[src/design/rau_pkg.sv]
`timescale 1ns / 1ps
package rau_pkg;
    localparam int W = 16;
    localparam int PW = 2 * W;
    localparam int NW = 33;
    localparam int DW = 32;

    localparam logic [2:0] KIND_ADD = 3'd0;
    localparam logic [2:0] KIND_SUB = 3'd1;
    localparam logic [2:0] KIND_MUL = 3'd2;
    localparam logic [2:0] KIND_DIV = 3'd3;
    localparam logic [2:0] KIND_CMP = 3'd4;
    localparam logic [2:0] KIND_SIMP = 3'd5;

    typedef struct packed {
        logic load;
        logic prod1;
        logic prod2;
        logic finish;
        logic gcd_step;
        logic div_init;
        logic div_step;
    } rau_cmd_t;

    typedef struct packed {
        logic gcd_done;
        logic div_done;
        logic simp_zero;
    } rau_status_t;
endpackage

[src/design/rau_datapath.sv]
`timescale 1ns / 1ps
module rau_datapath
    import rau_pkg::*;
(
    input  logic              clk,
    input  logic              rst_n,
    input  rau_cmd_t          cmd,
    output rau_status_t       status,
    input  logic [2:0]        kind,
    input  logic [15:0]       a_num,
    input  logic [15:0]       a_den,
    input  logic [15:0]       b_num,
    input  logic [15:0]       b_den,
    output logic [NW-1:0]     result_num,
    output logic [DW-1:0]     result_den,
    output logic              less,
    output logic              equal,
    output logic              greater,
    output logic              zero_denominator
);
    logic [2:0] kind_reg;
    logic signed [W-1:0] an_reg, ad_reg, bn_reg, bd_reg;
    logic signed [PW-1:0] p1_reg, p2_reg;
    logic [W:0] gx_reg, gy_reg;
    logic [W:0] dq_reg, dr_reg, dd_reg;
    logic [W:0] qn_reg;
    logic [$clog2(W+2)-1:0] dcnt_reg;
    logic dsel_reg;

    logic [NW-1:0] result_num_reg, result_num_next;
    logic [DW-1:0] result_den_reg, result_den_next;
    logic less_reg, less_next;
    logic equal_reg, equal_next;
    logic greater_reg, greater_next;
    logic zero_den_reg, zero_den_next;

    logic signed [W:0] ne_a, de_a, ne_b, de_b;
    logic signed [W:0] m1a, m1b;
    logic signed [2*W+1:0] mprod;
    logic [W:0] mag_an, mag_ad;
    logic [W+1:0] rtrial;
    logic [W:0] rshift;

    assign mag_an = an_reg[W-1] ? -{an_reg[W-1], an_reg} : {1'b0, an_reg};
    assign mag_ad = ad_reg[W-1] ? -{ad_reg[W-1], ad_reg} : {1'b0, ad_reg};

    always_comb
    begin
        ne_a = {an_reg[W-1], an_reg};
        de_a = {ad_reg[W-1], ad_reg};
        ne_b = {bn_reg[W-1], bn_reg};
        de_b = {bd_reg[W-1], bd_reg};
        if (kind_reg == KIND_CMP)
        begin
            if (ad_reg[W-1])
            begin
                ne_a = -ne_a;
                de_a = -de_a;
            end
            if (bd_reg[W-1])
            begin
                ne_b = -ne_b;
                de_b = -de_b;
            end
        end
        // first product (prod1): numerator side, second (prod2): denominator / other cross
        m1a = ne_a;
        m1b = de_b;
        if (cmd.prod2)
        begin
            case (kind_reg)
                KIND_MUL: begin m1a = de_a; m1b = de_b; end
                KIND_DIV: begin m1a = de_a; m1b = ne_b; end
                KIND_CMP: begin m1a = ne_b; m1b = de_a; end
                default:  begin m1a = de_a; m1b = ne_b; end
            endcase
        end
        else if (kind_reg == KIND_MUL)
            m1b = ne_b;
        mprod = m1a * m1b;
    end

    logic signed [PW+1:0] ddd;
    logic signed [PW:0] e1, e2;
    assign e1 = {p1_reg[PW-1], p1_reg};
    assign e2 = {p2_reg[PW-1], p2_reg};

    assign rtrial = {dr_reg, dq_reg[W]} - {1'b0, dd_reg};
    assign rshift = dq_reg << 1;

    assign status.gcd_done = (gy_reg == '0);
    assign status.div_done = (dcnt_reg == '0);
    assign status.simp_zero = (ad_reg == '0);

    assign result_num = result_num_reg;
    assign result_den = result_den_reg;
    assign less = less_reg;
    assign equal = equal_reg;
    assign greater = greater_reg;
    assign zero_denominator = zero_den_reg;

    always_ff @(posedge clk)
    begin
        if (cmd.load)
        begin
            kind_reg <= kind;
            an_reg <= a_num[W-1:0];
            ad_reg <= a_den[W-1:0];
            bn_reg <= b_num[W-1:0];
            bd_reg <= b_den[W-1:0];
            gx_reg <= '0;
            gy_reg <= '0;
        end
        if (cmd.prod1)
        begin
            p1_reg <= mprod[PW-1:0];
            gx_reg <= mag_an;
            gy_reg <= mag_ad;
        end
        if (cmd.prod2)
            p2_reg <= mprod[PW-1:0];
        if (cmd.gcd_step)
        begin
            // subtractive euclid: subtract or swap, one step per cycle
            if (gx_reg >= gy_reg)
                gx_reg <= gx_reg - gy_reg;
            else
            begin
                gx_reg <= gy_reg;
                gy_reg <= gx_reg;
            end
        end
        if (cmd.div_init)
        begin
            dd_reg <= gx_reg;
            dq_reg <= dsel_reg ? mag_ad : mag_an;
            dr_reg <= '0;
            dcnt_reg <= ($clog2(W+2))'(W + 1);
        end
        else if (cmd.div_step)
        begin
            dcnt_reg <= dcnt_reg - 1'b1;
            if (!rtrial[W+1])
            begin
                dr_reg <= rtrial[W:0];
                dq_reg <= rshift | (W+1)'(1);
            end
            else
            begin
                dr_reg <= {dr_reg[W-1:0], dq_reg[W]};
                dq_reg <= rshift;
            end
            // keep the numerator quotient from the first division
            if (!dsel_reg && dcnt_reg == ($clog2(W+2))'(1))
                qn_reg <= (!rtrial[W+1]) ? (rshift | (W+1)'(1)) : rshift;
        end
    end

    always_ff @(posedge clk or negedge rst_n)
    begin
        if (!rst_n)
            dsel_reg <= 1'b0;
        else if (cmd.load)
            dsel_reg <= 1'b0;
        else if (cmd.div_step && dcnt_reg == ($clog2(W+2))'(1))
            dsel_reg <= 1'b1;
    end

    always_comb
    begin
        ddd = (kind_reg == KIND_ADD) ? (e1 + e2) : (e1 - e2);
        result_num_next = '0;
        result_den_next = '0;
        less_next = 1'b0;
        equal_next = 1'b0;
        greater_next = 1'b0;
        zero_den_next = 1'b0;
        case (kind_reg)
            KIND_ADD, KIND_SUB:
            begin
                result_num_next = NW'(ddd);
                result_den_next = DW'(signed'(ad_reg) * signed'(bd_reg));
                zero_den_next = (ad_reg == '0) || (bd_reg == '0);
            end
            KIND_MUL, KIND_DIV:
            begin
                result_num_next = NW'(e1);
                result_den_next = DW'(e2);
                zero_den_next = (ad_reg == '0) ||
                    ((kind_reg == KIND_MUL) ? (bd_reg == '0) : (bn_reg == '0));
            end
            KIND_CMP:
            begin
                less_next = p1_reg < p2_reg;
                equal_next = p1_reg == p2_reg;
                greater_next = p1_reg > p2_reg;
                zero_den_next = (ad_reg == '0) || (bd_reg == '0);
            end
            KIND_SIMP:
            begin
                if (ad_reg == '0)
                begin
                    zero_den_next = 1'b1;
                    result_num_next = NW'(an_reg);
                end
                else
                begin
                    result_num_next = an_reg[W-1] ? -NW'(qn_reg) : NW'(qn_reg);
                    result_den_next = ad_reg[W-1] ? -DW'(dq_reg) : DW'(dq_reg);
                end
            end
            default: ;
        endcase
    end

    always_ff @(posedge clk)
    begin
        if (cmd.finish)
        begin
            result_num_reg <= result_num_next;
            result_den_reg <= result_den_next;
            less_reg <= less_next;
            equal_reg <= equal_next;
            greater_reg <= greater_next;
            zero_den_reg <= zero_den_next;
        end
    end
endmodule

[src/design/rau_ctrl.sv]
`timescale 1ns / 1ps
module rau_ctrl
    import rau_pkg::*;
(
    input  logic        clk,
    input  logic        rst_n,
    input  logic        start,
    input  logic [2:0]  kind,
    input  rau_status_t status,
    output rau_cmd_t    cmd,
    output logic        busy,
    output logic        done
);
    localparam logic [2:0] S_IDLE = 3'd0;
    localparam logic [2:0] S_P1 = 3'd1;
    localparam logic [2:0] S_P2 = 3'd2;
    localparam logic [2:0] S_GCD = 3'd3;
    localparam logic [2:0] S_D1I = 3'd4;
    localparam logic [2:0] S_DIV = 3'd5;
    localparam logic [2:0] S_FIN = 3'd6;

    logic [2:0] state_reg, state_next;
    logic simp_reg, simp_next, second_reg, second_next, done_reg;

    assign busy = (state_reg != S_IDLE);
    assign done = done_reg;

    always_comb
    begin
        cmd = '0;
        state_next = state_reg;
        simp_next = simp_reg;
        second_next = second_reg;
        case (state_reg)
            S_IDLE:
                if (start)
                begin
                    cmd.load = 1'b1;
                    simp_next = (kind == KIND_SIMP);
                    second_next = 1'b0;
                    state_next = S_P1;
                end
            S_P1:
            begin
                cmd.prod1 = 1'b1;
                state_next = S_P2;
            end
            S_P2:
            begin
                cmd.prod2 = 1'b1;
                state_next = (simp_reg && !status.simp_zero) ? S_GCD : S_FIN;
            end
            S_GCD:
                if (status.gcd_done)
                    state_next = S_D1I;
                else
                    cmd.gcd_step = 1'b1;
            S_D1I:
            begin
                cmd.div_init = 1'b1;
                state_next = S_DIV;
            end
            S_DIV:
                if (status.div_done)
                begin
                    second_next = 1'b1;
                    state_next = second_reg ? S_FIN : S_D1I;
                end
                else
                    cmd.div_step = 1'b1;
            S_FIN:
            begin
                cmd.finish = 1'b1;
                state_next = S_IDLE;
            end
            default: state_next = S_IDLE;
        endcase
    end

    always_ff @(posedge clk or negedge rst_n)
    begin
        if (!rst_n)
        begin
            state_reg <= S_IDLE;
            simp_reg <= 1'b0;
            second_reg <= 1'b0;
            done_reg <= 1'b0;
        end
        else
        begin
            state_reg <= state_next;
            simp_reg <= simp_next;
            second_reg <= second_next;
            done_reg <= cmd.finish;
        end
    end

`ifndef SYNTHESIS
    a_fin_idle: assert property (@(posedge clk) disable iff (!rst_n)
        cmd.finish |=> state_reg == S_IDLE && done_reg) else $error("finish");
    a_done_pulse: assert property (@(posedge clk) disable iff (!rst_n)
        done_reg |=> !done_reg) else $error("done pulse");
    a_load_idle: assert property (@(posedge clk) disable iff (!rst_n)
        cmd.load |-> state_reg == S_IDLE) else $error("load");
`endif
endmodule

[src/design/rational_arithmetic_unit.sv]
`timescale 1ns / 1ps
// one item at a time: start is taken while busy is low, and busy stays high
// until the result is out; add, subtract, multiply, divide, compare, the unused
// kinds and simplify with a zero denominator keep busy high after the transfer
// for two products through the shared multiplier, then the result register,
// and raise done as busy falls; simplify with a nonzero denominator runs a
// subtractive gcd (one subtract or swap per cycle, n steps: few for small
// values, about 2^15 in the worst case such as 32767 over -32768) and two
// 17-step restoring divisions before the result register; done pulses for one
// cycle with the result and cannot be held off by the receiver
module rational_arithmetic_unit
    import rau_pkg::*;
(
    input  logic          clk,
    input  logic          rst_n,
    input  logic          start,
    output logic          busy,
    output logic          done,
    input  logic [2:0]    kind,
    input  logic [15:0]   a_num,
    input  logic [15:0]   a_den,
    input  logic [15:0]   b_num,
    input  logic [15:0]   b_den,
    output logic [32:0]   result_num,
    output logic [31:0]   result_den,
    output logic          less,
    output logic          equal,
    output logic          greater,
    output logic          zero_denominator
);
    rau_cmd_t cmd;
    rau_status_t status;

    rau_ctrl u_ctrl (
        .clk(clk), .rst_n(rst_n), .start(start), .kind(kind),
        .status(status), .cmd(cmd), .busy(busy), .done(done)
    );

    rau_datapath u_dp (
        .clk(clk), .rst_n(rst_n), .cmd(cmd), .status(status),
        .kind(kind), .a_num(a_num), .a_den(a_den), .b_num(b_num), .b_den(b_den),
        .result_num(result_num), .result_den(result_den), .less(less),
        .equal(equal), .greater(greater), .zero_denominator(zero_denominator)
    );
endmodule
[config.mk]
export PLATFORM = sky130hd
export DESIGN_NAME = rational_arithmetic_unit
export DESIGN_NICKNAME = d
export VERILOG_FILES = /design/src/design/rau_pkg.sv /design/src/design/rau_datapath.sv /design/src/design/rau_ctrl.sv /design/src/design/rational_arithmetic_unit.sv
export SDC_FILE = /design/constraint.sdc
export NUM_CORES = 2
export LEC_CHECK = 0
export BUFFER_PORTS_ARGS = -buffer_cell sky130_fd_sc_hd__buf_2
export CAP_MARGIN = 20
export CORE_ASPECT_RATIO = 1.5
export CORE_MARGIN = 2
export CORE_UTILIZATION = 65
export DETAILED_ROUTE_END_ITERATION = 8
export PLACE_DENSITY_LB_ADDON = 0.15
export SETUP_SLACK_MARGIN = 0.4
export SYNTH_ARGS = -nofsm -noshare
export SYNTH_HDL_FRONTEND = slang
export SYNTH_SLANG_ARGS = --single-unit
[constraint.sdc]
create_clock -name clk -period 24.8 [get_ports clk]
set_input_delay 1.24 -clock clk [delete_from_list [all_inputs] [get_ports clk]]
set_output_delay 1.24 -clock clk [all_outputs]
set_load 0.02 [all_outputs]
## Word-level counts from Yosys, hierarchy flattened

Cells that the tools add are included.

- Equality and inequality tests: 17
- Bitwise logic cells: 1
- $add $sub $neg: 13
- Order comparisons: 3
- Shift-type cells: 0
- Reduce and logical (&&, ||, !) cells: 26
- Multiplexer cells: 59
- Div/mod/pow operators: 0
- Multiply operators: 2

Operators by type and width:

| cell | count |
|---|---|
| 17-bit two-way mux | 26 |
| 33-bit two-way mux | 3 |
| 33-bit one-hot mux with 3 select lines | 1 |
| 32-bit one-hot mux with 3 select lines | 1 |
| 16-bit negator with 17-bit output | 4 |
| 32-bit two-way mux | 2 |
| 16-bit zero test | 3 |
| 17-bit negator | 2 |
| 17-bit one-hot mux with 2 select lines | 1 |
| 32-bit by 32-bit adder with 33-bit output | 1 |
| 17-bit negator with 33-bit output | 1 |
| 32-bit by 32-bit subtractor with 33-bit output | 1 |
| 32-bit == test | 1 |
| 32-bit greater-than comparator | 1 |
| 32-bit less-than comparator | 1 |
| 16-bit by 16-bit multiplier with 32-bit output | 1 |
| 17-bit by 17-bit multiplier with 32-bit output | 1 |
| 17-bit negator with 32-bit output | 1 |
| 3-bit == test (second input constant) | 6 |
| 3-bit one-hot mux with 6 select lines | 1 |
| 18-bit by 17-bit subtractor with 18-bit output | 1 |
| 17-bit greater-or-equal comparator | 1 |
| 17-bit zero test | 1 |
| 1-bit two-way mux | 17 |
| 22 further kinds | 42 |

- Memory bits (writable): 0
- Bits in latches: 0
- Output and inout bits: 71
- Memory bits (read-only): 0
- Memories kept: 0
- Flip-flop bits (word level): 314

## Depth between registers and ports, before layout

- Word-level depth: 6
- Mapped depth: 36
- Mapped depth without buffers: 35

## Modules after synthesis

Synthesis repeated with hierarchy kept, for this count alone.

- Cells, all modules: 4444
- Area total of the unflattened synthesis: 40625.2 um2

Modules (own cells, without submodules):

| module | cells an instance | area each (um2) | times used | sequential area each (um2) |
|---|---|---|---|---|
| rau_datapath | 4406 | 40226.1 | 1 | 8853.5 |
| rau_ctrl | 38 | 399.1 | 1 | 150.1 |

## Least setup slack after synthesis

Ideal clock, no wire load.

- Path kind: flip-flop to flip-flop
- Start: register u_dp.an_reg[0]
- End: register u_dp.p1_reg[31] (data pin)
- Cell stages (with the launch flop): 37
- Clock period less this slack: 9.085 ns
- Slack: 15.715 ns
- Data arrival time: 8.821 ns
- Buffers on the path: 1
- Required time: 24.536 ns
- Cells stage by stage: edfxtp_1 -> inv_1 -> ha_1 -> or3b_4 -> or3_4 -> or3_4 -> or3_4 -> or3_4 -> nor3_1 -> ha_1 -> a21oi_1 -> nor2_1 -> a311oi_1 -> clkbuf_1 -> nand2_1 -> inv_1 -> fa_1 -> inv_1 -> fa_1 -> fa_1 -> inv_1 -> fa_1 -> fa_1 -> inv_1 -> fa_1 -> inv_1 -> ha_1 -> a21o_1 -> a21o_1 -> a211o_1 -> a21oi_1 -> nor2b_1 -> a211oi_1 -> o31ai_1 -> a21o_1 -> a21oi_1 -> xnor2_1

- Longest elaborated chain between the ends: 5

RTL lines:

| element | line | text |
|---|---|---|
| from (decl) | rau_datapath.sv:22 | `logic signed [W-1:0] an_reg, ad_reg, bn_reg, bd_reg;` |
| from (signal assigned) | rau_datapath.sv:107 | `an_reg <= a_num[W-1:0];` |
| 16-bit negator with 17-bit output | rau_datapath.sv:57 | `ne_a = -ne_a;` |
| 17-bit two-way mux | rau_datapath.sv:55 | `if (ad_reg[W-1])` |
| 17-bit two-way mux * | rau_datapath.sv:53 | `if (kind_reg == KIND_CMP)` |
| 17-bit two-way mux * | rau_datapath.sv:69 | `if (cmd.prod2)` |
| 17-bit by 17-bit multiplier with 32-bit output * | rau_datapath.sv:80 | `mprod = m1a * m1b;` |
| net u_dp.mprod[31] | rau_datapath.sv:39 | `logic signed [2*W+1:0] mprod;` |
| to (signal assigned) | rau_datapath.sv:116 | `p1_reg <= mprod[PW-1:0];` |
| to (decl) | rau_datapath.sv:23 | `logic signed [PW-1:0] p1_reg, p2_reg;` |

The timed path passes the listed nets; every way through them passes the cells marked *.
A chain may end at the register's enable or synchronous reset.

## Worst setup path in the final report

Ends and elaborated chain as after synthesis.

==> summary.txt <==
setup TNS - 0 ns
Fin Clk Skew - 0.03452 ns
XOR/XNOR Fraction of Synth Area - 4.766%
number of port buffers - 140
Filler cells - 4845
DR pass1 iterations - 6
Post-DRT Antenna Nets - 0
source of the worst register-to-register timing path - u_dp.an_reg[0]$_DFFE_PP_
DRT iter0 DRCs - 2913
clock transition at the registers of the reported paths - 0.06 ns
clk_lat worst skew - 0.59 ns
synthesis-to-finish area growth - 6.766%
Adder-Cell Fraction of Synth Area - 35.78%
share of layout cells above drive strength 1 - 7.178%
Worst-Margin Slew - 1.226 ns
Setup CP Type - reg -> reg
leading cell type in the layout, fill and taps excluded - inv_1
largest family of logic cells by synthesized area - adder cells
slew margin rel. - 18.24%
hold_sp - u_dp.dcnt_reg[4]$_SDFFE_PP1P_
min Tclk post-route - 9.622 ns
register area - 9004 µm²
mux share of post-synthesis cell area - 1.390%
Syn Inst Count - 4389
WL final - 121000 µm
simple logic cell fraction of the synthesized area - 14.39%
CTS resizes - 0
Final Cycle Share - 38.80%
Seq/Total Area, Yosys - 22.37%
RSZ-0062 raised after global routing - no
clock sinks - 314
CTS tree - built
Via density - 6.206
Worst path max stage delay - 0.52 ns
Die X - 207.2 µm
Critical Path RT - 25.12 ns
CTS root buf - clkbuf_16
Critical Path Fanout Max - 14
final setup fails - 0
initial antenna violation count - 1
status - complete, no violations
first-pass GRT wire length - 188300 µm
HPWL Detailed - 93390 µm
Synth Flop Type - edfxtp_1
CTS Buf Count - 36
Max Root-Sink Buffers - 3
htree depth - 2
Post-synth EDFFs - 268
Ports - 141
Post-CTS Setup Bufs - 0
drt drc - 0
CP startpoint kind - register
number of global-route vias before repair - 33990
Critical Path End Type - register
mapped cell area - 40240 µm²
most frequent cells in the layout - 736 x inv_1, 548 x fa_1, 481 x nand2_1
fin nets - 5323
Yosys cell types - 83
FP Rows - 111
compound-cell area share of the yosys netlist - 12.33%
max reg flops - 33
footprint of the multi-input gates - 27660 µm²
Peak Freq - 103.9 MHz
Die ar. - 63960 µm²
Die Y-Extent - 308.7 µm
Final Hold Viols - 0
ys async rst share - 2.229%
CTS Hold Buffers Added - 0
Max Slew Vio Count - 0
largest net degree at the start of global routing - 68
master of the slowest instance on the critical path - fa_1
Initial Utilization - 65.85%
Synth Register Bits - 314
yosys warns - 0
Core Region - 61110 µm²
Post-Syn Area per Cell - 9.169 µm²
Net Count, Synth - 5281
Worst setup startpoint - u_dp.an_reg[0]$_DFFE_PP_
vias - 32570
gpl congestion - 1.001
gr ovfl total - 0
HP Class - reg -> reg
gr usage total - 38.77%
Critical Path AT - 9.94 ns
Antenna Cells - 0
Routed WL per cell - 23.06 µm
total of max-cap violations - 0
==> synth_stat cells (10+ instances only) <==
cell type | count | area share (%)
inv_1 | 738 | 6.9
fa_1 | 548 | 27
nand2_1 | 481 | 4.5
nor2_1 | 358 | 3.3
ha_1 | 274 | 8.5
edfxtp_1 | 268 | 20
a21oi_1 | 198 | 2.5
clkbuf_1 | 179 | 1.7
o21ai_0 | 176 | 2.2
xnor2_1 | 123 | 2.7
and2_1 | 119 | 1.8
xor2_1 | 96 | 2.1
a21o_1 | 61 | 1.1
nand2b_1 | 53 | 0.82
nor3_1 | 50 | 0.62
nand3_1 | 49 | 0.61
mux2i_1 | 48 | 1.2
o22ai_1 | 42 | 0.65
dfxtp_1 | 39 | 1.9
o31ai_1 | 34 | 0.63
a31oi_1 | 32 | 0.50
nor2b_1 | 30 | 0.47
o21a_1 | 28 | 0.52
o211ai_1 | 24 | 0.45
o21bai_1 | 24 | 0.45
a211oi_1 | 22 | 0.41
nor4_1 | 22 | 0.34
or3_1 | 16 | 0.25
buf_1 | 15 | 0.14
a22oi_1 | 14 | 0.26
nand4_1 | 14 | 0.22
and3_1 | 13 | 0.20
or2_2 | 13 | 0.20
a211o_1 | 10 | 0.22
a221o_1 | 10 | 0.25
or4_1 | 10 | 0.19
==> critical path, delay by kind of cell, from the launching register on <==
| family | cells | cell delay (ns) |
|---|---|---|
| DFF | 1 | 0.45 |
| buffers and inverters | 7 | 0.80 |
| AOI/OAI and AO/OA | 10 | 2.10 |
| adders and majority gates | 9 | 3.55 |
| and+or+nand+nor | 9 | 2.34 |
| xor gates and xnor gates | 1 | 0.10 |
==> path summary, 6_finish.rpt <==
path / endpoint / slack (ns) / depth (start not counted)
worst max-delay path: u_dp.p1_reg[31]$_DFFE_PP_ / 15.18 / 36
worst min-delay path: u_dp.dcnt_reg[4]$_SDFFE_PP1P_ / 0.46 / 2
worst max register to register: u_dp.p1_reg[31]$_DFFE_PP_ / 15.18 / 36
worst min register to register: u_dp.dcnt_reg[4]$_SDFFE_PP1P_ / 0.46 / 2
max in group asynchronous: u_ctrl.state_reg[0]$_DFFE_PN0P_ / 24.14 / 1
min in group asynchronous: u_dp.dsel_reg$_DFFE_PN0P_ / 0.49 / 1
==> routing by layer <==
metal / vias to the layer above / GRT usage [%] / wire length (µm)
met5: - / 0 / 11
met4: 2 / 31.36 / 11770
met3: 541 / 6.569 / 10340
met2: 1671 / 64.81 / 57320
met1: 15990 / 44.11 / 41580
li1: 14370 / - / -
==> area by class of cell <==
| class | count | share of cell area, % |
|---|---|---|
| multi-input cells | 3133 | 64.38 |
| flip-flops and latches | 314 | 20.96 |
| inverters | 739 | 6.459 |
| repair buffers | 207 | 2.848 |
| well taps | 791 | 2.304 |
| clock buffers | 39 | 2.173 |
| clock inverters | 26 | 0.8795 |
==> logic make-up after synthesis <==
group	after synthesis
adder cells (fa/ha/maj)	822
AND/OR/NAND/NOR	1263
buffers and inverters	942
AO/OA/AOI/OAI	774
flip-flops	314
multiplexers	55
XOR/XNOR	219
==> through the flow <==
stage               hold WS (ns)  instance area, µm²  std cells  worst slack [ns]  util [%]
floorplan                 0.4351               40240       4389             15.71         -
global placement          0.4430               41610       5181             14.90     68.09
detailed placement        0.4508               41640       5182             14.65     68.14
CTS                       0.4615               42950       5247             14.62     70.28
global route              0.4936               42960       5249             14.62     70.31
finish                    0.4573               42960       5249             15.18     70.31
Power is left out: the tool's default activity adds up to more than one toggle a clock period on the data nets, which glitch-free logic cannot reach.
